===== src/rtl/idwr_pkg.sv =====
package idwr_pkg;

    localparam int WordBits = 32;

    typedef logic [WordBits-1:0] t_word;

    // One operation as it enters the pipeline.
    typedef struct packed {
        t_word dividend;
        t_word divisor;
        logic  signed_mode;
    } t_op;

    // Working state of one operation between the divide steps.
    typedef struct packed {
        t_word rem;    // partial remainder
        t_word nq;     // dividend bits still to come, quotient bits shifted in below
        t_word den;    // divisor magnitude
        logic  neg_q;  // quotient must be negated at the end
        logic  neg_r;  // remainder must be negated at the end
        logic  dbz;    // divisor was zero
    } t_work;

    // Finished result.
    typedef struct packed {
        t_word quotient;
        t_word remainder;
        logic  divide_by_zero;
    } t_res;

endpackage


===== src/rtl/idwr_post.sv =====
module idwr_post
    import idwr_pkg::*;
(
    input  logic  i_clk,
    input  logic  i_rst_n,
    input  logic  i_valid,
    output logic  o_ready,
    input  t_work i_work,
    output logic  o_valid,
    input  logic  i_ready,
    output t_res  o_res
);

    logic r_valid;
    t_res r_res;
    t_res n_res;

    assign o_ready = !r_valid || i_ready;

    always_comb begin
        if (i_work.dbz) begin
            n_res.quotient  = '0;
            n_res.remainder = '0;
        end else begin
            n_res.quotient  = i_work.neg_q ? (~i_work.nq + t_word'(1)) : i_work.nq;
            n_res.remainder = i_work.neg_r ? (~i_work.rem + t_word'(1)) : i_work.rem;
        end
        n_res.divide_by_zero = i_work.dbz;
    end

    always_ff @(posedge i_clk) begin
        if (!i_rst_n) begin
            r_valid <= 1'b0;
        end else if (o_ready) begin
            r_valid <= i_valid;
        end
        if (o_ready && i_valid) begin
            r_res <= n_res;
        end
    end

    assign o_valid = r_valid;
    assign o_res   = r_res;

endmodule


===== config.mk =====
export PLATFORM = sky130hd
export DESIGN_NAME = idwr_post
export DESIGN_NICKNAME = d
export VERILOG_FILES = /design/src/rtl/idwr_pkg.sv /design/src/rtl/idwr_post.sv
export SDC_FILE = /design/constraint.sdc
export NUM_CORES = 1
export LEC_CHECK = 0
export ABC_AREA = 1
export BUFFER_PORTS_ARGS = -buffer_cell sky130_fd_sc_hd__buf_4
export CAP_MARGIN = 20
export CORE_MARGIN = 8
export CORE_UTILIZATION = 35
export CTS_CLUSTER_SIZE = 10
export DETAILED_ROUTE_END_ITERATION = 6
export SLEW_MARGIN = 40
export SYNTH_ARGS = -nofsm -noshare
export SYNTH_HDL_FRONTEND = slang
export SYNTH_SLANG_ARGS = --single-unit

===== constraint.sdc =====
create_clock -name i_clk -period 7.8 [get_ports i_clk]
set_input_delay 1.56 -clock i_clk [delete_from_list [all_inputs] [get_ports i_clk]]
set_output_delay 1.56 -clock i_clk [all_outputs]
set_load 0.02 [all_outputs]

Yosys cells after proc, flatten, opt, wreduce, memory -nomap -nowiden
Index checks and enable logic that the tools add are counted.

Bits in registers: 66. Output and inout port bits: 67.

Add/sub/neg operators: 2. Muxes and demuxes: 2. Bitwise gates (word level): 2. Reductions and logical operators: 3.

Operators by type and width (count): 32-bit by 1-bit adder with 32-bit output (second input constant) (2); 32-bit 2-to-1 mux (2); 32-bit NOT (2); 1-bit logical AND (1); 1-bit zero test (1); 1-bit logical OR (1).

Logic depth before layout (Yosys ltp)
Word-level depth: 3. Depth in mapped cells: 10.

Worst setup path before layout
No wires, ideal clock.

Path kind: input -> register. Start point: in i_valid. End point: reg r_res, in the netlist o_res[0], enable pin. Arrival: 4753 ps. Setup slack: 2537 ps. Stages on the path: 2. Path buffers: 0. Cell sequence: inv_1 -> a21oi_1.

Word-level cells in the longest chain between the ends: 1.

Ends and longest elaborated chain: from (decl) (RTL line idwr_post.sv:6) `input logic i_valid,`; 1-bit logical AND (RTL line idwr_post.sv:37) `if (o_ready && i_valid) begin`; to (signal assigned) (RTL line idwr_post.sv:38) `r_res <= n_res;`; to (decl) (RTL line idwr_post.sv:15) `t_res r_res;`.

No other way between the ends. A chain may end at the register's enable or synchronous reset.

Worst setup path after layout
Start point: in i_ready. End point: out o_ready.

Word-level cells in the longest chain between the ends: 1.

Ends and longest elaborated chain: from (decl) (RTL line idwr_post.sv:10) `input logic i_ready,`; 1-bit logical OR (RTL line idwr_post.sv:18) `assign o_ready = !r_valid || i_ready;`; to (decl) (RTL line idwr_post.sv:7) `output logic o_ready,`.

No other way between the ends.

==> metrics.md <==
| Metric | Value |
|---|---|
| Design area | between 5000 and 6000 um2 |
| Worst path required time | between 6000 and 7000 ps |
| R2R depth | 2 |
| Htree depth | 3 |
| Drt total wl | roughly 13000 um |
| Pins Over Slew Limit | 0 |
| Worst path arrival time | roughly 2000 ps |
| Min-Delay Path Class | flop to flop |
| First-pass GRT wire length | approximately 21000 um |
| Die Y | 126 um |
| Post-DP Area | ~5400 um2 |
| Setup TNS | 0 ps |
| Nets | between 800 and 900 |
| Final Cycle Share | 0.456 |
| Largest net degree at the start of global routing | 66 |
| Initial antenna violation count | 0 |
| Worst Path Max Fanout | 2 |
| Via density | ~4.9 |
| Num rows | 40 |
| ANT nets after route | 0 |
| Initial DRC Count | approximately 380 |
| Port Buf Inserts | 137 |
| Remaining DRCs | 0 |
| Critical Path Start | i_ready |
| Avg Inst Size Synth | roughly 7.5 um2 |
| Delay-heaviest family, CP | buffers and inverters |
| CTS Hold Bufs | 0 |
| Register area | about 2000 um2 |
| Beginning of the worst register-to-register path | o_valid |
| Worst path max stage delay | 160 ps |
| TritonCTS clock tree | yes |
| Fmax | between 200 and 300 MHz |
| Power per cell area | about 180 nW/um2 |
| GP Congestion | approximately 0.89 |
| WP buf/inv | 3 |
| Status | finished clean |
| Aggregate global-route resource usage | 0.165 |
| Post-synth EDFFs | between 60 and 70 |
| Dpl hpwl | approximately 10000 um |
| Wirelength per Cell | about 15 um |
| Levels on crit path | 4 |
| Clock-pin transition on the worst setup and hold timing paths | 60 ps |
| Root buffer cell | clkbuf_16 |
| Top Ports | between 150 and 200 |
| Netlist cell types | 31 |
| Slowest CP cell | buf_4 |
| Sequential fraction of the synthesis area | 0.467 |
| Leak | 2.61 nW |
| Fin. Hold Viols | 0 |
| CP Cell Sequence | buf_4, inv_1, nand2_1, buf_4 |
| Hold path depth | 2 |
| Cell area after synthesis | about 4200 um2 |
| Clock sink count | 66 |
| Most used cell, CP | buf_4 |
| Hold path start | o_valid |
| Share of cells above drive strength 1 | 0.271 |
| Setup Buffers After CTS | 0 |
| Post-synth ARST share | 0 |
| Synth-to-layout area growth | 34.1% |
| Max cap viols | 0 |
| Worst slew pin tran | approximately 620 ps |
| Minimum clock period | ~3600 ps |
| Synth area leaders | edfxtp_1 46%, nand2_1 11%, nor2_1 11% |
| Power, Total | roughly 1.0 mW |
| Post-synthesis net count | about 670 |
| Fillers | about 1200 |
| Final antenna diode count | 0 |
| Ys flop type | edfxtp_1 |
| Cell taking the most area after synthesis | edfxtp_1 |
| Peak supply drop | 0.0000862 V |
| Count leader, synth | nand2_1 |
| Crit start category | primary input |
| Synth warn | 0 |
| Vias in the first global route | 4224 |
| Clock latency on the worst-skew pair | roughly 330 ps |
| Die area | 15800 um2 |
| RSZ-0062 raised after global routing | no |
| CP Capture Type | output pin |
| Core Region | ~12000 um2 |
| First-pass DRT Iterations | 5 |
| Synth Instances | roughly 560 |
| GRT overflow | 0 |
| PostCTS Resize Cnt | 0 |
| Multi-input logic area | 1960 um2 |
| Yosys reg bits | 66 |
| CTS Buffer Depth | 2 |
| Kind of critical path | primary input to output pin |
| Total number of vias | ~4200 |
| CTS Buf Count | 9 |
| Die X | 126 um |
| Synth top area share | 0.462 |
| Most frequent cells after synthesis | 128 x nand2_1, 119 x nor2_1, 65 x edfxtp_1 |
| Initial core utilization | 0.354 |
| Setup Viol. Count Final | 0 |
| Max transition margin | 0.585 |
| Worst clock skew | 5.59 ps |
==> layer usage <==
layer  up-vias  track usage  share of wire  wire length, um
met5         -            0              0                0
met4         0       0.0460          0.011              136
met3        10       0.0439          0.077              979
met2       136        0.278           0.48             6130
met1      1890        0.203           0.43             5500
li1       2133            -              -                -
==> final cells by class <==
cell class	instances	share of cell area
Clock buffer	10	0.0404
Clock inverter	6	0.00751
Inverter	62	0.0411
Multi-Input combinational cell	423	0.345
Sequential cell	66	0.348
Tap cell	147	0.0325
Timing Repair Buffer	139	0.185
==> per-stage QoR <==
stage,hold slack [ps],setup WS [ps],util,instances
2_1_floorplan,729,2540,-,563
3_3_place_gp,535,4250,0.452,837
3_5_place_dp,573,4240,0.452,837
4_1_cts,590,4230,0.475,853
5_1_grt,644,4180,0.475,853
6_report,579,4240,0.475,853
==> state kept, by name, indices dropped and copies added, names as in the netlist <==
register / cells
o_valid: 1
o_res: 65
==> worst min-delay path, stage by stage (launching register included) <==
cell	delay [ps]
dfxtp_1	350
nand2_1	100
a21boi_0	80
==> path summary, 6_finish.rpt <==
| kind | slack, ps | endpoint |
|---|---|---|
| worst min register to register | 580 | o_valid |
| worst min-delay path | 580 | o_valid |
| worst max register to register | 6380 | o_res[28] |
| worst max-delay path | 4240 | o_ready |
==> kinds of logic (layout without fill, tap and decap cells) <==
| family | after synthesis | after routing | share of synthesized area |
|---|---|---|---|
| AO/OA/AOI/OAI | 91 | 91 | 0.113 |
| adder cells (fa/ha/maj) | 2 | 2 | 0.00593 |
| buffers and inverters | 74 | 217 | 0.0723 |
| flip-flops | 66 | 66 | 0.467 |
| AND/OR/NAND/NOR | 330 | 330 | 0.342 |
==> cells in the final DEF (no fill, tap or decap), drive strengths merged <==
cell type  Yosys  routed
buf           10     139
inv           62      63
clkbuf         2      10
ha             2       2
clkinvlp       0       2
nor3           9       9
o21ai         40      40
clkinv         0       3
and2           3       3
nand3         42      42
nor2         132     132
a21oi         44      44
nand2        140     140
nand4          2       2
o211ai         1       1
nand3b         2       2
dfxtp          1       1
o21a           1       1
a21boi         4       4
o21bai         1       1
edfxtp        65      65
==> power by group <==
group          internal [mW]  switching (mW)  leakage (nW)
Clock                  0.216           0.162         0.129
Combinational         0.0820           0.129          1.83
Sequential             0.421         0.00847         0.656
Power figures use the tool's default switching activity.
