$ cat src/rtl/idwr_pkg.sv
package idwr_pkg;

    localparam int WordBits = 32;

    typedef logic [WordBits-1:0] t_word;

    // One operation as it enters the pipeline.
    typedef struct packed {
        t_word dividend;
        t_word divisor;
        logic  signed_mode;
    } t_op;

    // Working state of one operation between the divide steps.
    typedef struct packed {
        t_word rem;    // partial remainder
        t_word nq;     // dividend bits still to come, quotient bits shifted in below
        t_word den;    // divisor magnitude
        logic  neg_q;  // quotient must be negated at the end
        logic  neg_r;  // remainder must be negated at the end
        logic  dbz;    // divisor was zero
    } t_work;

    // Finished result.
    typedef struct packed {
        t_word quotient;
        t_word remainder;
        logic  divide_by_zero;
    } t_res;

endpackage

$ cat src/rtl/idwr_step.sv
module idwr_step
    import idwr_pkg::*;
(
    input  logic  i_clk,
    input  logic  i_rst_n,
    input  logic  i_valid,
    output logic  o_ready,
    input  t_work i_work,
    output logic  o_valid,
    input  logic  i_ready,
    output t_work o_work
);

    logic              r_valid;
    t_work             r_work;
    t_work             n_work;
    logic [WordBits:0] shifted;
    logic [WordBits:0] diff;

    assign o_ready = !r_valid || i_ready;

    // One restoring step: bring down the next dividend bit and try the subtract.
    // The partial remainder stays below the divisor, so the shifted value fits
    // in one extra bit and the kept remainder fits in a word again.
    always_comb begin
        shifted = {i_work.rem, i_work.nq[WordBits-1]};
        diff    = shifted - {1'b0, i_work.den};
        n_work  = i_work;
        if (!diff[WordBits]) begin
            n_work.rem = diff[WordBits-1:0];
        end else begin
            n_work.rem = shifted[WordBits-1:0];
        end
        n_work.nq = {i_work.nq[WordBits-2:0], ~diff[WordBits]};
    end

    always_ff @(posedge i_clk) begin
        if (!i_rst_n) begin
            r_valid <= 1'b0;
        end else if (o_ready) begin
            r_valid <= i_valid;
        end
        if (o_ready && i_valid) begin
            r_work <= n_work;
        end
    end

    assign o_valid = r_valid;
    assign o_work  = r_work;

endmodule

$ cat config.mk
export PLATFORM = sky130hd
export DESIGN_NAME = idwr_step
export DESIGN_NICKNAME = d
export VERILOG_FILES = /design/src/rtl/idwr_pkg.sv /design/src/rtl/idwr_step.sv
export SDC_FILE = /design/constraint.sdc
export NUM_CORES = 1
export LEC_CHECK = 0
export BUFFER_PORTS_ARGS = -buffer_cell sky130_fd_sc_hd__buf_2
export CORE_UTILIZATION = 50
export DETAILED_ROUTE_END_ITERATION = 8
export PLACE_DENSITY = 0.81
export SETUP_SLACK_MARGIN = 0.5
export SLEW_MARGIN = 20
export SYNTH_ARGS = -nofsm -noshare
export SYNTH_HDL_FRONTEND = slang
export SYNTH_SLANG_ARGS = --single-unit
$ cat constraint.sdc
create_clock -name i_clk -period 3.8 [get_ports i_clk]
set_clock_uncertainty 0.15 [all_clocks]
set_input_delay 0.38 -clock i_clk [delete_from_list [all_inputs] [get_ports i_clk]]
set_output_delay 0.38 -clock i_clk [all_outputs]
set_load 0.02 [all_outputs]
Word level (Yosys, flattened, before mapping). Cells that the tools add are included.

$add $sub $neg: 1. Multipliers: 0. Divide/modulo/power cells: 0. $lt $le $gt $ge: 0. Equal/unequal tests: 0. Shift-type cells: 0. Mux-type cells: 1. Bitwise operators: 1. Reduce and logical (&&, ||, !) cells: 3.

Operators with widths (count): $sub 33x32->33 (1); $mux 32 (1); $logic_and 1x1->1 (1); $logic_not 1->1 (1); $logic_or 1x1->1 (1); $not 1->1 (1).

Register bits: 100. Bits in latches: 0. RAM bits: 0. Memory bits (read-only): 0. Bits of input ports: 103. Output and inout port bits: 101. Word-level logic and storage cells: 13. Memories: 0.

Logic depth before layout (Yosys ltp). Gate-level depths: netlist (run 1).

Depth in word-level cells: 3. Gate-level depth with buffers: 13. Gate-level depth less buffers: 12.

Least setup slack after synthesis (run 1). OpenSTA, ideal clock, no wires.

Kind: input -> register. Start point: input port i_ready. End point: register r_work, in the netlist o_work[0] (enable). Arrival: 2966 ps. Data required time: 3181 ps. Slack: 215 ps. Stages on the path: 2. Cell sequence: nand2b_1 and2_1.

Cells in the longest elaborated chain, start to end: 2.

Ends and longest elaborated chain: start, declared (line idwr_step.sv:10) `input logic i_ready,`; $logic_or 1x1->1 (line idwr_step.sv:20) `assign o_ready = !r_valid || i_ready;`; $logic_and 1x1->1 (line idwr_step.sv:43) `if (o_ready && i_valid) begin`; end signal, assigned (line idwr_step.sv:44) `r_work <= n_work;`; end, declared (line idwr_step.sv:15) `t_work r_work;`.

No other way between the ends. A chain may end at the register's enable or synchronous reset.

==> results of run 1 <==
==> kinds of logic after synthesis <==
logic type,Yosys count
flip-flops,100
multiplexers,19
adder cells (fa/ha/maj),33
AND/OR/NAND/NOR,113
XOR/XNOR,24
AO/OA/AOI/OAI,118
buffers and inverters,57
==> worst paths after layout <==
kind | to | slack (ns) | depth (start not counted)
worst max-delay path | o_work[83] | 0.65 | 12
worst min-delay path | o_work[66] | 0.02 | 1
worst min register to register | o_valid | 0.44 | 2
worst max register to register | o_work[28] | 2.23 | 3
==> critical path, stage by stage <==
cell and delay (ns):
buf_2 0.09, inv_1 0.04, ha_1 0.42, a21oi_4 0.23, o211ai_1 0.11, a221o_1 0.32, a211o_1 0.29, o21a_1 0.22
o211ai_4 0.21, clkinv_2 0.25, buf_12 0.25, mux2_4 0.30
==> per-stage QoR <==
stage	hold slack [ns]	cell area [sq um]	utilization (%)	power, W
after global routing	0.009473	6822	65.20	0.002971
after global placement	0.3639	6616	63.24	0.002147
after detailed placement	0.4088	6616	63.24	0.002168
final	0.02460	6822	65.20	0.002843
after floorplan	0.3289	5458	-	0.001913
after CTS	0.01063	6817	65.15	0.002865
==> layout by cell type, fill, tap and decap left out, types with 6 or more instances in the layout <==
cell / n
a21o_1: 15
a21oi_1: 28
and3_1: 6
buf_2: 203
clkbuf_8: 9
edfxtp_1: 99
ha_1: 32
inv_1: 39
mux2_4: 18
nand2_1: 47
nand3_1: 9
nor2_1: 23
o211ai_1: 6
o21ai_0: 27
xnor2_1: 15
xor2_1: 9
==> power groups by stage <==
stage	logic, W	clock network, W	registers, W
floorplan	0.000415	0	0.00150
global placement	0.000770	0	0.00138
detailed placement	0.000788	0	0.00138
CTS	0.000791	0.000718	0.00136
global route	0.000857	0.000751	0.00136
finish	0.000790	0.000699	0.00135
==> routing by layer <==
metal | share of wire (%) | vias to the layer above
li1 | - | 2108
met1 | 41 | 2009
met2 | 51 | 162
met3 | 6.1 | 17
met4 | 2.0 | 0
met5 | 0 | -
==> area by class of cell <==
cell class              instances  share of cell area (%)
flip-flops and latches        100                   43.87
inverters                      40                   2.219
repair buffers                207                   15.70
multi-input cells             307                   32.78
well taps                     136                   2.494
clock buffers                  10                   1.871
clock inverters                 6                   1.064
==> state kept, by name (all words and copies together), names as in the netlist <==
| register | count |
|---|---|
| o_valid | 1 |
| o_work | 99 |
==> metrics.txt, run 1 <==
status completed; top-count cell post-synth edfxtp_1; Die X 106.5 microns; RR Startpoint o_valid; Clk network pwr share 24.6%; clock-pin slew of the registers on the worst-case setup and hold paths 0.10 ns; total CTS buffers 9; Fillers 834; top cells by area, synth edfxtp_1 54%, ha_1 7.3%, mux2_4 5.0%, nand2_1 3.2%, inv_1 2.7%; die area 11330 sq um; Compound-Gate Fraction of Synth Area 14.47%; syn_nets 600; FF+latch count, synth 100; CTS resizes 0; Sw Share 30.84%; H-Tree Depth 3; final WL 13980 microns; Final GP Congestion 0.8381; global-route wire length before repair 21480 microns; Max VDD drop 0.2194 mV; grt ovf 0; P per Cell Area 416.7 nW/um^2; DR iter-0 viols 245; synthesis-to-layout area growth 25.02%; vias in the first global route 4224; Finished Layout Cells 806; Crit path arrival time 3.13 ns; effective utilization at floorplan 52.15%; Worst setup startpoint i_work[19]; Fin. Hold Viols 0; Gate power share 27.8%; global-route layer with the greatest usage met2; detailed-route DRC error count 0; Antenna Diode Count 0; Post-CTS Setup Inserts 0; startpoint of the worst hold path i_work[65]; Sink Count 100; vias 4296; Yosys cell types 52; pre-CTS setup slack 0.2259 ns; IO Port Bufs 203; fin. max-slew vios 0; CTS tree done; Synth Area in XOR/XNOR 3.852%; CTS root buf clkbuf_8; Lkg Pwr 3.143 nW; period utilization 82.78%; clk_lat worst skew 0.37 ns; num rows 37; Slew HR 66.09%; initial antenna violation count 0; Global Route met2 Usage 43.46%; vias per cell 5.330; Synth Area in Adders 7.705%; ys async rst share 0%; Synth area leader edfxtp_1; Cell Area, Synth 5456 sq um; met3 Use GR 3.740%; TritonRoute pass-1 iters 4; startpoint class of the critical path input pin; top_reg_cell synth edfxtp_1; die height 106.5 microns; Tmin final 3.146 ns; share of the synthesized area in the top cell type 54.48%; RSZ-0062 raised after global routing no; Antenna Nets Post-Route 0; GR Util met1 30.58%; internal power 0.001966 W; core area 10460 sq um; multiplexer share of the synthesized area 5.136%; Switch Pwr 0.0008765 W; cell total after placement 790; multi-input logic area 2236 sq um; maxcap violations 0; post-route setup slack 0.6543 ns; Post-Synthesis Cells 464; largest family of logic cells by synthesized area compound AO/OA/AOI/OAI gates; Worst Path Required 3.78 ns; synthesized area per cell 11.76 sq um; worst-path maximum fanout 13; hold buffer count at CTS 0; Post-synth EDFFs 99; simple-gate share of the synthesized area 9.700%; Longest Clk Path Bufs 2; Seq. cell area 2993 sq um; layout cells sized above 1 36.72%; Tightest Hold Check Type in2reg; Worst setup EP type flip-flop; WL/cell 17.35 microns; worst slew pin tran 0.5086 ns; Final setup viols 0; HPWL after detailed placement 10890 microns; Fmax achieved 0.3179 GHz; setup_tns 0 ns; num ports 204; largest net degree at the start of global routing 100; Layout Nets 801; CP Class in2reg; sequential fraction of the synthesis area 54.85%; Yosys warning total 0; total track usage 24.78%; Commonest cells post-synth 99 x edfxtp_1, 47 x nand2_1, 39 x inv_1, 32 x ha_1, 29 x a21oi_1; Seq pwr share 47.6%
Note: power is estimated with default switching activity, not from simulation.
==> run 2: changes to the inputs <==
==> constraint.sdc (replaced) <==
create_clock -name i_clk -period 3 [get_ports i_clk]
set_clock_uncertainty 0.15 [all_clocks]
set_input_delay 0.3 -clock i_clk [delete_from_list [all_inputs] [get_ports i_clk]]
set_output_delay 0.3 -clock i_clk [all_outputs]
set_load 0.02 [all_outputs]
==> metrics.txt, run 2 (same netlist as run 1, synthesis figures left out) <==
die area 11330 sq um (unchanged); effective utilization at floorplan 52.15% (unchanged); vias 5028 (+17%); P per Cell Area 496.9 nW/um^2 (+19%); Slew HR 63.33% (-2.8 points); vias in the first global route 5006 (+19%); Final setup viols 0 (unchanged); FF-to-FF path depth 3 (unchanged); HPWL after detailed placement 11330 microns (+4.0%); clock-pin slew of the registers on the worst-case setup and hold paths 0.10 ns (about the same); fin area 8159 sq um (+20%); Crit path arrival time 2.71 ns (-0.42 ns); final WL 17420 microns (+25%); Die X 106.5 microns (unchanged); CTS tree done; Antenna Nets Post-Route 0 (unchanged); num ports 204 (unchanged); WL/cell 19.03 microns (+9.7%); worst-path maximum fanout 18 (+5); commonest non-fill, non-tap cell in the layout buf_2; critical path's slowest cell a221o_1; total track usage 30.01% (+5.2 points); Layout Nets 909 (+13%); Switch Pwr 0.001204 W (+37%); H-Tree Depth 3 (unchanged); grt ovf 0 (unchanged); slowest stage delay, CP 0.35 ns (-0.07 ns); core area 10460 sq um (unchanged); Crit path buffers/inverters 3 (-1); worst slew pin tran 0.5501 ns (+0.04147 ns); CP Class in2reg; status completed; Max VDD drop 0.3060 mV (+39%); RSZ-0062 raised after global routing yes; detailed-route DRC error count 0 (unchanged); vias per cell 5.495 (+3.1%); Lkg Pwr 3.709 nW (+18%); reg2reg setup slack 1.36 ns (-0.87 ns); Sw Share 29.71% (-1.1 points); Crit path max-delay family compound AO/OA/AOI/OAI gates; IO Port Bufs 203 (unchanged); Sink Count 100 (unchanged); clk_lat worst skew 0.38 ns (about the same); Most common cell on crit path o211ai_1; CP Depth 11 (-1); Seq pwr share 42.4% (-5.2 points); Fmax achieved 0.3706 GHz; Tmin final 2.699 ns; Worst Path Required 3.01 ns (-0.77 ns); global-route wire length before repair 25760 microns (+20%); Longest Clk Path Bufs 2 (unchanged); initial antenna violation count 1 (+1); DR iter-0 viols 300 (+22%); period utilization 89.95%; Clk network pwr share 25.9% (+1.3 points); commonest non-fill, non-tap cells in the layout 198 x buf_2, 99 x edfxtp_1, 64 x dlygate4sd3_1; max FFs per register 99 (unchanged); Gate power share 31.7% (+3.9 points); synthesis-to-layout area growth 49.53%; fin. max-slew vios 0 (unchanged); num rows 37 (unchanged); Finished Core Util 77.98% (+13 points); Hold Path Depth 1 (unchanged); Fin. Hold Viols 0 (unchanged); die height 106.5 microns (unchanged); internal power 0.002849 W (+45%); Finished Layout Cells 915 (+14%); Final GP Congestion 0.8865 (+5.8%); Tightest Hold Check Type in2reg; CTS root buf clkbuf_8; Final Hold Slack 0.02510 ns (+0.0005054 ns); Worst setup EP type flip-flop; Fillers 677 (-19%); largest net degree at the start of global routing 100 (unchanged); TritonRoute pass-1 iters 5 (+1); crit-path cells buf_8 -> ha_4 -> a21oi_4 -> o211ai_1 -> a221o_1 -> a211o_1 -> o211ai_1 -> o211ai_4 -> buf_4 -> buf_12 -> o21ai_0; Placement Cell Area 6890 sq um (+4.1%); layout cells sized above 1 40.62% (+3.9 points); maxcap violations 0 (unchanged); startpoint class of the critical path input pin; cell total after placement 813 (+2.9%); total CTS buffers 9 (unchanged)
==> run 2: changes by cell type in the layout (fill, tap and decap cells not counted), moves of 4 or more <==
| cell | previous run | this run |
|---|---|---|
| dlygate4sd3_1 | 0 | 64 |
| buf_4 | 2 | 38 |
| ha_1 | 32 | 23 |
| ha_4 | 0 | 9 |
| buf_2 | 203 | 198 |
| buf_6 | 0 | 5 |
| inv_1 | 39 | 34 |
| a21oi_1 | 28 | 24 |
| buf_12 | 2 | 6 |
==> run 2: final timing paths <==
check | to | startpoint
setup / recovery | o_work[68] | i_work[82]
hold / removal | o_work[4] | i_work[4]
setup reg to reg | o_work[24] | o_valid
hold reg to reg | o_valid | o_valid
==> run 2: metal layers <==
| metal | routed length [microns] | GRT usage [%] | part of all wire, % | vias to the layer above |
|---|---|---|---|---|
| li1 | - | - | - | 2331 |
| met1 | 6668 | 35.52 | 38 | 2400 |
| met2 | 9055 | 53.99 | 52 | 254 |
| met3 | 1089 | 4.660 | 6.3 | 43 |
| met4 | 601 | 12.62 | 3.5 | 0 |
| met5 | 0 | 0 | 0 | - |
==> run 2: layout make-up <==
| cell class | instances | area, sq um | share of cell area [%] |
|---|---|---|---|
| timing repair buffer | 315 | 2166 | 26.55 |
| inverter | 40 | 162.7 | 1.994 |
| sequential | 100 | 2993 | 36.68 |
| multi-input combinational | 307 | 2426 | 29.73 |
| clock inverter | 5 | 107.6 | 1.319 |
| clock buffer | 11 | 131.4 | 1.610 |
| antenna | 1 | 2.502 | 0.03067 |
| tap | 136 | 170.2 | 2.086 |
==> run 2: power by group through the flow <==
stage	clock [W]	sequential [W]	combinational, W
floorplan	0	0.00190	0.000551
global placement	0	0.00174	0.00105
detailed placement	0	0.00175	0.00107
CTS	0.00105	0.00172	0.00122
global route	0.00110	0.00173	0.00137
finish	0.00105	0.00172	0.00128
==> run 2: through the flow <==
step | total power, W | setup WS (ns) | setup TNS [ns]
2_1_floorplan | 0.002449 | 0.1689 | 0
3_3_place_gp | 0.002795 | -0.08426 | -1.411
3_5_place_dp | 0.002821 | -0.1565 | -3.477
4_1_cts | 0.003988 | 0.3451 | 0
5_1_grt | 0.004202 | 0.2601 | 0
6_report | 0.004054 | 0.3014 | 0
==> run 2: what timing repair did <==
| item | CTS | global route |
|---|---|---|
| pin swaps | 17 | 13 |
| hold endpoints to repair | 64 | 0 |
| endpoints found under the setup margin | 32 | 32 |
| gates resized for setup | 24 | 20 |
| hold buffers | 64 | 0 |
| buffers inserted | 14 | 6 |
| gates cloned | 1 | 0 |
