$ cat config.mk
export PLATFORM = sky130hd
export DESIGN_NAME = idwr_pre
export DESIGN_NICKNAME = d
export VERILOG_FILES = /design/src/rtl/idwr_pkg.sv /design/src/rtl/idwr_pre.sv
export SDC_FILE = /design/constraint.sdc
export NUM_CORES = 1
export LEC_CHECK = 0
export ABC_AREA = 1
export BUFFER_PORTS_ARGS = -buffer_cell sky130_fd_sc_hd__buf_2
export CORE_ASPECT_RATIO = 0.8
export CORE_MARGIN = 2
export CORE_UTILIZATION = 45
export DETAILED_ROUTE_END_ITERATION = 10
export PLACE_DENSITY = 0.88
export SLEW_MARGIN = 25
export SYNTH_ARGS = -nofsm -noshare
export SYNTH_HDL_FRONTEND = slang
export SYNTH_SLANG_ARGS = --single-unit
$ cat constraint.sdc
create_clock -name i_clk -period 4.21 [get_ports i_clk]
set_input_delay 0.421 -clock i_clk [delete_from_list [all_inputs] [get_ports i_clk]]
set_output_delay 0.421 -clock i_clk [all_outputs]
set_load 0.01 [all_outputs]
$ cat src/rtl/idwr_pkg.sv
package idwr_pkg;

    localparam int WordBits = 32;

    typedef logic [WordBits-1:0] t_word;

    // One operation as it enters the pipeline.
    typedef struct packed {
        t_word dividend;
        t_word divisor;
        logic  signed_mode;
    } t_op;

    // Working state of one operation between the divide steps.
    typedef struct packed {
        t_word rem;    // partial remainder
        t_word nq;     // dividend bits still to come, quotient bits shifted in below
        t_word den;    // divisor magnitude
        logic  neg_q;  // quotient must be negated at the end
        logic  neg_r;  // remainder must be negated at the end
        logic  dbz;    // divisor was zero
    } t_work;

    // Finished result.
    typedef struct packed {
        t_word quotient;
        t_word remainder;
        logic  divide_by_zero;
    } t_res;

endpackage

$ cat src/rtl/idwr_pre.sv
module idwr_pre
    import idwr_pkg::*;
(
    input  logic  i_clk,
    input  logic  i_rst_n,
    input  logic  i_valid,
    output logic  o_ready,
    input  t_op   i_op,
    output logic  o_valid,
    input  logic  i_ready,
    output t_work o_work
);

    logic  r_valid;
    t_work r_work;
    t_work n_work;
    logic  num_neg;
    logic  den_neg;

    assign o_ready = !r_valid || i_ready;

    always_comb begin
        num_neg = i_op.signed_mode & i_op.dividend[WordBits-1];
        den_neg = i_op.signed_mode & i_op.divisor[WordBits-1];
        n_work.rem   = '0;
        n_work.nq    = num_neg ? (~i_op.dividend + t_word'(1)) : i_op.dividend;
        n_work.den   = den_neg ? (~i_op.divisor + t_word'(1)) : i_op.divisor;
        n_work.neg_q = num_neg ^ den_neg;
        n_work.neg_r = num_neg;
        n_work.dbz   = (i_op.divisor == '0);
    end

    always_ff @(posedge i_clk) begin
        if (!i_rst_n) begin
            r_valid <= 1'b0;
        end else if (o_ready) begin
            r_valid <= i_valid;
        end
        if (o_ready && i_valid) begin
            r_work <= n_work;
        end
    end

    assign o_valid = r_valid;
    assign o_work  = r_work;

endmodule

==> Word level (Yosys, flattened, before mapping) <==
Index checks and enable logic that the tools add are counted.
{ "word_totals": {"ff_bits": 68, "inputBits": 69} }
{ "op_classes": {"n_addsub": 2, "mux": 2, "bitwise_logic": 5, "n_reduce_logical": 4} }
{ "op_table": {"columns": ["cell", "n"], "rows": [
  ["adder 32 x 1 -> 32 bit (second input constant)", 2],
  ["two-way mux 32 bit", 2],
  ["inverter 32 bit", 2],
  ["zero test 32 bit", 1],
  ["bitwise AND 1 bit", 2],
  ["logical AND 1 bit", 1],
  ["zero test 1 bit", 1],
  ["logical OR 1 bit", 1],
  ["bitwise XOR 1 bit", 1]
]} }

==> Logic depth before layout (Yosys ltp) <==
Gate-level depths: netlist (run 1).
{ "logic_depth": {"ltp_word": 3, "mapped_depth": 9} }

==> Worst setup path after synthesis (run 1) <==
No wires, ideal clock.
{ "synth_path": {"kind": "input -> register", "startpoint": "input i_valid", "endpoint": "register r_work, in the netlist o_work[0] (enable)", "setup_ns": 0.514, "arrival_ns": 3.709, "slack_ns": -0.013, "cell_stages": 2, "n_path_buf": 0, "cell_sequence": "inv_1 > a21oi_1"} }
{ "synth_via": {"elab_chain_cells": 1} }
{ "synth_lines": {"columns": ["element", "line_no", "text"], "rows": [
  ["start, declared", "idwr_pre.sv:6", "input logic i_valid,"],
  ["logical AND 1 bit", "idwr_pre.sv:39", "if (o_ready && i_valid) begin"],
  ["end signal, assigned", "idwr_pre.sv:40", "r_work <= n_work;"],
  ["end, declared", "idwr_pre.sv:15", "t_work r_work;"]
]} }
Every way passes these cells.
A chain may end at the register's enable or synchronous reset.

==> Final worst setup path (run 1) <==
{ "layout_path": {"startpoint": "register r_valid, in the netlist o_valid", "endpoint": "register r_work, in the netlist o_work[57] (enable)"} }
{ "layout_via": {"elab_chain_cells": 3} }
{ "layout_lines": {"columns": ["element", "line_no", "text"], "rows": [
  ["start, declared", "idwr_pre.sv:14", "logic r_valid;"],
  ["start signal, assigned", "idwr_pre.sv:37", "r_valid <= i_valid;"],
  ["zero test 1 bit", "idwr_pre.sv:20", "assign o_ready = !r_valid || i_ready;"],
  ["logical OR 1 bit", "idwr_pre.sv:20", null],
  ["logical AND 1 bit", "idwr_pre.sv:39", null]
]} }
Every way passes these cells.

==> flow_summary.toml, run 1 <==
[synthesis]
synth_most_common_cell = "nand2_1"
synth_area_per_cell_um2 = 7.88
synth_flop_cell = "edfxtp_1"
ys_types = 25
syn_inst = 555
synth_top_area_share_pct = 46.0
yosys_warnings = 0
synth-async-reset-ratio_pct = 0
synth-edff-count = 67
syn_area_um2 = 4370
synth_area_leaders = "edfxtp_1 46%, nand2_1 16%, nor2_1 8.1%"
synth_common_cells = "190 x nand2_1, 94 x nor2_1, 67 x edfxtp_1, 45 x inv_1"
yosys.area.top_type = "edfxtp_1"
yosysSeqAreaShare_pct = 46.5
yosys_register_bits = 68

[route]
vias = 3999
drt_wl_total_um = 11200
met3_length_um = 1120
highest_layer = "met4"
postRouteAntennaNets = 0
dr.first_iter.drc_count = 317
drc = 0
wl_per_cell_um = 13.6
firstDrtPassIters = 7
dr_wl_met2_um = 4750
wl_met1_um = 5220
routed_via_density = 4.86

[grt]
grt_overflow = 0
grt_start_max_net_pins = 68
grt_pass1_vias = 3655
grt_pass1_wl_um = 17700
track_usage_pct = 21.3
antenna_found_initial = 0

[flow_run]
cap_viol_max_count = 0

[placed_design]
place.gp.congestion = 0.916
post-place-ws_ns = 2.32
dp_hpwl_um = 8740
port_buffers = 137

[setup_path]
crit_type = "flip-flop to flip-flop"
rrSetupSlack_ns = 2.62
timing.rr.end = "o_work[57]"
r2r-start = "o_valid"
cp_max_fo = 67
cp-end-kind = "flip-flop"
crit_arrival_ns = 1.53
r2r_cells = 2
crit_required_ns = 4.15
startpoint_type = "flip-flop"

[sta]
clock.fmax_ghz = 0.629
finalCriticalPeriod_ns = 1.59
finalHoldViolCount = 0
skew_ns = 0.00486
relSlewSlack_pct = 41.1
setup_violations = 0
holdWs_ns = 0.296
worstMarginPinSlew_ns = 0.884
fin_crit_sh_pct = 37.8
fin_ws_ns = 2.62
final.setup.tns_ns = 0
drv_slew = 0
rsz0062_at_grt = "no"

[clock_network]
htreeDepth = 3
cts-root-buf = "clkbuf_16"
cts.hold.buffers_added = 0
cts.clk_slew.worst_paths_ns = 0.06
cts.path.max_buffers = 2
cts_setup_buffers = 0
numClockSinks = 68
cts_tree = "built"
clk_latency_ns = 0.32
ctsResizeCount = 0
numCtsBuffers = 9

[die]
ios = 170
die_w_um = 114
initial_utilization_pct = 45.9
core-area_um2 = 9530
dieArea_um2 = 10500
num_rows = 32
die_y_um = 92.2

[power_and_ir_drop]
power_per_cell_area_nw_per_um2 = 356
p_leak_nw = 2.53
max-vdd-ir-drop_mv = 0.222

[hold_path]
min-delay-start = "i_op[33]"
hold_path_depth = 1
hold_path_class = "input pin to flip-flop"
whs_endpoint = "o_work[35]"

[final_layout]
syn_to_final_growth_pct = 22.1
fin_nets = 769
antenna_cells = 0
drive_gt1_share_pct = 25.0

[outcome]
status = "finished clean"
cell usage in the layout, fill, tap and decap left out:
cell	netlist	layout
a21boi_0	1	1
a21oi_1	5	4
a21oi_4	0	1
buf_2	0	137
buf_4	34	1
bufinv_16	0	1
clkbuf_1	0	1
clkbuf_16	0	9
clkinv_1	0	2
clkinv_2	1	3
clkinvlp_4	0	1
conb_1	1	32
dfxtp_1	1	1
edfxtp_1	67	67
ha_1	2	2
inv_1	45	45
inv_2	2	2
nand2_1	190	190
nand2_2	3	3
nand2_4	1	1
nand3_1	34	34
nand3b_1	2	2
nand4_1	2	2
nor2_1	94	94
nor2_2	6	6
nor2_4	11	11
nor3_1	1	1
o21ai_0	18	18
o21ai_1	3	3
xnor2_1	15	15
xor2_1	13	13
area by class of cell:
type | instances | area (um^2)
clock buffers | 10 | 229
clock inverters | 6 | 55.1
fillers | 895 | 4190
inverters | 48 | 181
multi-input cells | 433 | 2000
flip-flops and latches | 68 | 2030
well taps | 119 | 149
repair buffers | 138 | 693
worst max-delay path, stage by stage, from the launching register on:
cell     delay [ns]
dfxtp_1        0.34
a21oi_4        0.14
buf_4          0.69
kinds of logic after synthesis:
logic type	count (synthesis)	share of synthesized area [%]
buffers and inverters	85	10.8
AND/OR/NAND/NOR	344	33.4
adder cells (fa/ha/maj)	2	0.572
flip-flops	68	46.5
AO/OA/AOI/OAI	27	3.15
other	1	0.0857
XOR/XNOR	28	5.61
how the worst max path moves through the flow:
stage / from / endpoint / slack (ns) / cells past startpoint
floorplan: i_ready / o_work[0] / 1.35 / 2
global placement: i_op[0] / o_work[56] / 2.40 / 9
detailed placement: i_op[0] / o_work[57] / 2.32 / 9
CTS: o_valid / o_work[1] / 2.62 / 2
global route: i_op[0] / o_work[56] / 2.48 / 9
finish: o_valid / o_work[57] / 2.62 / 2
through the flow:
step	instance area (um^2)	std cells	total power, W	utilization (%)
after CTS	5340	822	0.00192	56.0
after floorplan	4490	586	0.00107	-
after global placement	5050	806	0.00118	53.0
final	5340	822	0.00190	56.0
after global routing	5340	822	0.00200	56.0
after detailed placement	5050	806	0.00119	53.0
power breakdown:
| part | leakage [nW] | internal [W] | switching (W) |
|---|---|---|---|
| registers | 0.661 | 0.000818 | 0.0000141 |
| clock network | 0.137 | 0.000452 | 0.000274 |
| logic | 1.73 | 0.000121 | 0.000223 |
| total | 2.53 | 0.00139 | 0.000511 |
layer usage:
metal	GRT usage (%)	up-vias
met3	6.35	10
met4	5.39	0
met1	31.7	1795
met2	30.0	204
met5	0	-
li1	-	1990
registers in the layout (all words and copies together), names as in the netlist:
register and cells:
o_work 67, o_valid 1
Power figures use the tool's default switching activity.
==> run 2: changes to the inputs <==
ABC_AREA = 0   (was 1)
CORE_UTILIZATION = 43   (was 45)
PLACE_DENSITY = 0.87   (was 0.88)
clock period = 1.3 ns   (was 4.21 ns; I/O delays follow)
==> run 2 against run 1 <==
  * The run now ends with setup timing left
  * Die area down 7.3%
  * Synthesized area is 12% lower
  * Setup slack lost 2.8 ns
  * Routed wire length increased by 4.4%
  * Flip-flop and latch count stayed put
  * Synthesized cell count down 39%
  * Cell area up 15%
  * Final cell count is 15% lower
  * Register-to-register slack lost 2.5 ns
  * Non-clock buffer count is 101 higher
  * Largest power group unchanged
  * Highest routed layer unchanged
==> flow_summary.toml, run 2 <==
[synthesis]
synth_top_area_share_pct = 52.1
syn_area_um2 = 3860
synth_common_cells = "67 x edfxtp_1, 32 x buf_4, 31 x xor2_1, 24 x xnor2_1, 22 x nor2_1"
synth-async-reset-ratio_pct = 0
synth_area_leaders = "edfxtp_1 52%, xor2_1 7.0%, buf_4 6.2%"
syn_inst = 341
synth_area_per_cell_um2 = 11.3
yosysSeqAreaShare_pct = 52.6
synth_flop_cell = "edfxtp_1"
synth-edff-count = 67
yosys.area.top_type = "edfxtp_1"
yosys_warnings = 0
synth_most_common_cell = "edfxtp_1"
yosys_register_bits = 68
ys_types = 46

[placed_design]
placed_area_um2 = 5550
dp.cells = 671
dp_hpwl_um = 8370
place.gp.congestion = 0.883
post-place-ws_ns = -0.515
port_buffers = 137

[route]
postRouteAntennaNets = 0
routed_via_density = 5.28
drc = 0
dr.first_iter.drc_count = 159
highest_layer = "met4"
drt_wl_total_um = 11700
dr_wl_met2_um = 6020
met3_length_um = 1070
wl_per_cell_um = 16.7
vias = 3682
wl_met1_um = 4340
firstDrtPassIters = 4

[final_layout]
fillCellCount = 574
largest_reg_flops = 67
stdcell_area_um2 = 6140
most-common-layout-cells = "129 x buf_2, 85 x buf_4, 67 x edfxtp_1"
fin_nets = 652
syn_to_final_growth_pct = 58.9
layout_commonest_cell = "buf_2"
instances_no_fill = 698
antenna_cells = 0
drive_gt1_share_pct = 53.9

[sta]
clock.fmax_ghz = 0.684
drv_slew = 0
final.setup.tns_ns = -0.520
finalCriticalPeriod_ns = 1.46
rsz0062_at_grt = "yes"
fin_ws_ns = -0.162
finalHoldViolCount = 0
fin_crit_sh_pct = 112
setup_violations = 14
skew_ns = 0.00920

[clock_network]
numClockSinks = 68
htreeDepth = 3
cts_tree = "built"
cts.path.max_buffers = 2
cts-root-buf = "clkbuf_8"
numCtsBuffers = 9
cts.clk_slew.worst_paths_ns = 0.08
clk_latency_ns = 0.34

[setup_path]
startpoint_type = "input pin"
cp_max_fo = 2
crit_required_ns = 1.39
crit_type = "input pin to flip-flop"
crit_arrival_ns = 1.55
cp-end-kind = "flip-flop"

[grt]
grt_start_max_net_pins = 27
grt_overflow = 0
antenna_found_initial = 0
grt_pass1_wl_um = 17000
track_usage_pct = 23.0
grt_pass1_vias = 3592

[die]
initial_utilization_pct = 44.9
dieArea_um2 = 9760
die_w_um = 110
die_y_um = 88.8
ios = 170
core-area_um2 = 8600
num_rows = 30

[outcome]
status = "finished with violations"
violations = "setup timing"

[power_and_ir_drop]
p_leak_nw = 2.61
power_per_cell_area_nw_per_um2 = 946
max-vdd-ir-drop_mv = 0.640

[flow_run]
cap_viol_max_count = 0

[hold_path]
hold_path_class = "input pin to flip-flop"
run 2: changes by cell type after synthesis, moves of 9 or more:
cell / change
nor3_1: +15
nand2_1: -179
nand3_1: -29
a31oi_1: +14
xnor2_1: +9
inv_1: -34
nor2_4: -11
nor2_1: -72
xor2_1: +18
run 2: cell families (layout without fill, tap and decap cells):
logic type	after synthesis	after routing	share of synthesized area [%]
compound gates	59	59	10.1
xor+xnor	55	55	12.5
fa+ha+maj	2	2	0.648
buf+inv	53	266	8.52
flops	68	68	52.6
other cells	1	32	0.0971
simple gates	103	104	15.5
run 2: final cells by class:
type	count	area, um^2	share of cell area (%)
Tap cell	112	140	2.28
Sequential cell	68	2030	33.1
Clock inverter	7	81.3	1.32
Timing Repair Buffer	239	1640	26.8
Clock buffer	9	124	2.02
Multi-Input combinational cell	252	2070	33.8
Inverter	11	43.8	0.713
run 2: path summary, 6_finish.rpt:
kind / from / cells after the start / end / slack (ns)
setup / recovery: i_op[53] / 5 / o_work[60] / -0.16
hold / removal: i_rst_n / 2 / o_valid / 0.03
setup reg to reg: o_valid / 3 / o_work[29] / 0.17
hold reg to reg: o_valid / 2 / o_valid / 0.52
run 2: metrics by stage:
step           hold WS [ns]  utilization (%)  power [W]
2_1_floorplan         0.229                -    0.00330
3_3_place_gp          0.376             64.6    0.00384
3_5_place_dp          0.391             64.6    0.00388
4_1_cts             0.00475             68.5    0.00578
5_1_grt              0.0361             71.4    0.00602
6_report             0.0328             71.4    0.00580
run 2: timing repair:
action | CTS | global route
pin swaps | 8 | 17
resized for setup | 16 | 42
endpoints found under the hold margin | 0 | 1
setup buffers | 6 | 2
cloned | 0 | 2
hold buffers | 0 | 1
setup endpoints to repair | 12 | 31
run 2: routing by layer:
metal | vias to the layer above | track usage [%]
met3 | 24 | 7.22
li1 | 1695 | -
met1 | 1750 | 25.0
met5 | - | 0
met2 | 213 | 41.9
met4 | 0 | 8.98
run 2: worst max-delay path: stages:
cell     delay [ns]
buf_6          0.09
or4_4          0.52
or3_4          0.36
o41ai_4        0.34
xnor2_1        0.10
run 2: power breakdown:
part | leakage (nW) | internal (W) | switching (W)
clock network | 0.105 | 0.00105 | 0.000819
logic | 1.85 | 0.000579 | 0.000676
registers | 0.659 | 0.00263 | 0.0000444
total | 2.61 | 0.00427 | 0.00154
==> run 3: changes to the inputs <==
CORE_MARGIN = default   (was 2)
==> run 3 against run 2 <==
  * The flow still finishes with violations (setup timing)
  * Final cell count is 0.14% higher
  * Routed wire length is 0.66% higher
  * First-iteration DRC count is 6.3% lower
  * Clock power is 7% lower
  * Cell area is 1.9% higher
  * Sequential power hardly changed
  * Global-route usage hardly changed
  * Power is 2.1% lower
  * Sequential share of layout area is 0.60 points lower
  * Core utilization is 1.3 points higher
  * Critical path type unchanged
==> flow_summary.toml, run 3 (synthesized netlist as in run 2, its figures left out) <==
[sta]
fin_crit_sh_pct = 115
rsz0062_at_grt = "yes"
skew_ns = 0.0106
setup_violations = 20
clock.fmax_ghz = 0.670
finalCriticalPeriod_ns = 1.49
final.setup.tns_ns = -1.19
drv_slew = 0
fin_ws_ns = -0.192
finalHoldViolCount = 0

[placed_design]
post-place-ws_ns = -0.537
dp.cells = 669
port_buffers = 137
dp_hpwl_um = 8080
place.gp.congestion = 0.846

[setup_path]
cp_max_fo = 2
rrSetupSlack_ns = 0.15
critical_path_buf_inv_count = 1
slowest_delay_ns = 0.53
crit_type = "input pin to flip-flop"
crit_required_ns = 1.38
crit_arrival_ns = 1.57
crit_family = "simple AND/OR/NAND/NOR gates"
startpoint_type = "input pin"
crit_slowest_cell = "or4_4"
cp-end-kind = "flip-flop"
crit_chain = "buf_6 > or4_4 > or3_4 > o41ai_4 > xnor2_1"

[final_layout]
fin_nets = 653
instances_no_fill = 699
drive_gt1_share_pct = 54.9
syn_to_final_growth_pct = 61.9
antenna_cells = 0
most-common-layout-cells = "127 x buf_2, 84 x buf_4, 67 x edfxtp_1"
layout_commonest_cell = "buf_2"
fillCellCount = 572
largest_reg_flops = 67

[grt]
grt_overflow = 0
grt_pass1_vias = 3530
grt_pass1_wl_um = 16500
track_usage_pct = 23.1
grt_start_max_net_pins = 38
antenna_found_initial = 0

[route]
dr.first_iter.drc_count = 149
routed_via_density = 5.30
drt_wl_total_um = 11800
postRouteAntennaNets = 0
drc = 0
wl_per_cell_um = 16.8
dr_wl_met2_um = 6240
highest_layer = "met4"
firstDrtPassIters = 4
met3_length_um = 936
vias = 3707
wl_met1_um = 4430

[clock_network]
clk_latency_ns = 0.34
cts-root-buf = "clkbuf_8"
cts_tree = "built"
cts.clk_slew.worst_paths_ns = 0.08
htreeDepth = 3
cts.path.max_buffers = 2
numCtsBuffers = 9
numClockSinks = 68

[flow_run]
cap_viol_max_count = 0

[power_and_ir_drop]
max-vdd-ir-drop_mv = 0.589
clockPowerShare_pct = 30.5
power_per_cell_area_nw_per_um2 = 909
power.internal_w = 0.00409
p_sw_share_pct = 28.0
p_leak_nw = 2.63
power_frac_comb_pct = 22.4
pwr-share-seq_pct = 47.1
power.switching_w = 0.00159

[die]
initial_utilization_pct = 44.9
dieArea_um2 = 9370
core-area_um2 = 8600
die_w_um = 108
num_rows = 30
ios = 170
die_y_um = 86.8

[hold_path]
hold_path_class = "input pin to flip-flop"

[outcome]
status = "finished with violations"
violations = "setup timing"
## run 3: changes by cell type in the layout (fill, tap and decap cells not counted), moves of 2 or more
cell / before / now
buf_6: 15 / 17
clkinvlp_4: 0 / 4
a31oi_4: 5 / 8
clkinv_2: 2 / 0
o31ai_4: 0 / 2
nor3_1: 7 / 9
buf_12: 7 / 9
o31ai_1: 3 / 1
buf_2: 129 / 127
nor3_2: 6 / 4
a31oi_2: 3 / 0
## run 3: metal layers
metal,global-route usage [%],vias to the layer above
li1,-,1693
met1,24.4,1794
met2,44.5,203
met3,5.86,17
met4,6.97,0
met5,0,-
## run 3: timing repair
action | CTS | global route
setup buffers | 3 | 7
setup endpoints to repair | 15 | 30
pin swaps | 5 | 23
hold buffers | 0 | 1
cloned | 1 | 2
hold endpoints to repair | 0 | 1
gates resized for setup | 15 | 58
## run 3: metrics by stage
stage	util [%]	hold WS (ns)	power, W	area (um^2)
final	72.7	0.0455	0.00568	6250
after global routing	72.7	0.0360	0.00589	6250
after CTS	68.2	0.0348	0.00562	5860
after detailed placement	64.6	0.397	0.00388	5550
after global placement	64.6	0.376	0.00383	5550
after floorplan	-	0.229	0.00330	4280
## run 3: layout make-up
cell class / instances / area [um^2] / area share, %
tap: 112 / 140 / 2.24
sequential: 68 / 2030 / 32.5
clock inverter: 7 / 67.6 / 1.08
multi-input combinational: 252 / 2150 / 34.4
clock buffer: 9 / 124 / 1.98
inverter: 11 / 46.3 / 0.740
timing repair buffer: 240 / 1690 / 27.0
## run 3: power groups by stage
| stage | combinational [W] | clock [W] | sequential, W |
|---|---|---|---|
| final | 0.00127 | 0.00173 | 0.00268 |
| after floorplan | 0.000477 | 0 | 0.00282 |
| after detailed placement | 0.00116 | 0 | 0.00273 |
| after CTS | 0.00118 | 0.00176 | 0.00268 |
| after global routing | 0.00136 | 0.00184 | 0.00269 |
| after global placement | 0.00111 | 0 | 0.00272 |
## run 3: path summary, 6_finish.rpt
path                                from         end  cells after the start
worst max-delay path            i_op[53]  o_work[60]                      5
worst min-delay path             i_rst_n     o_valid                      2
worst max register to register   o_valid  o_work[28]                      3
worst min register to register   o_valid     o_valid                      2
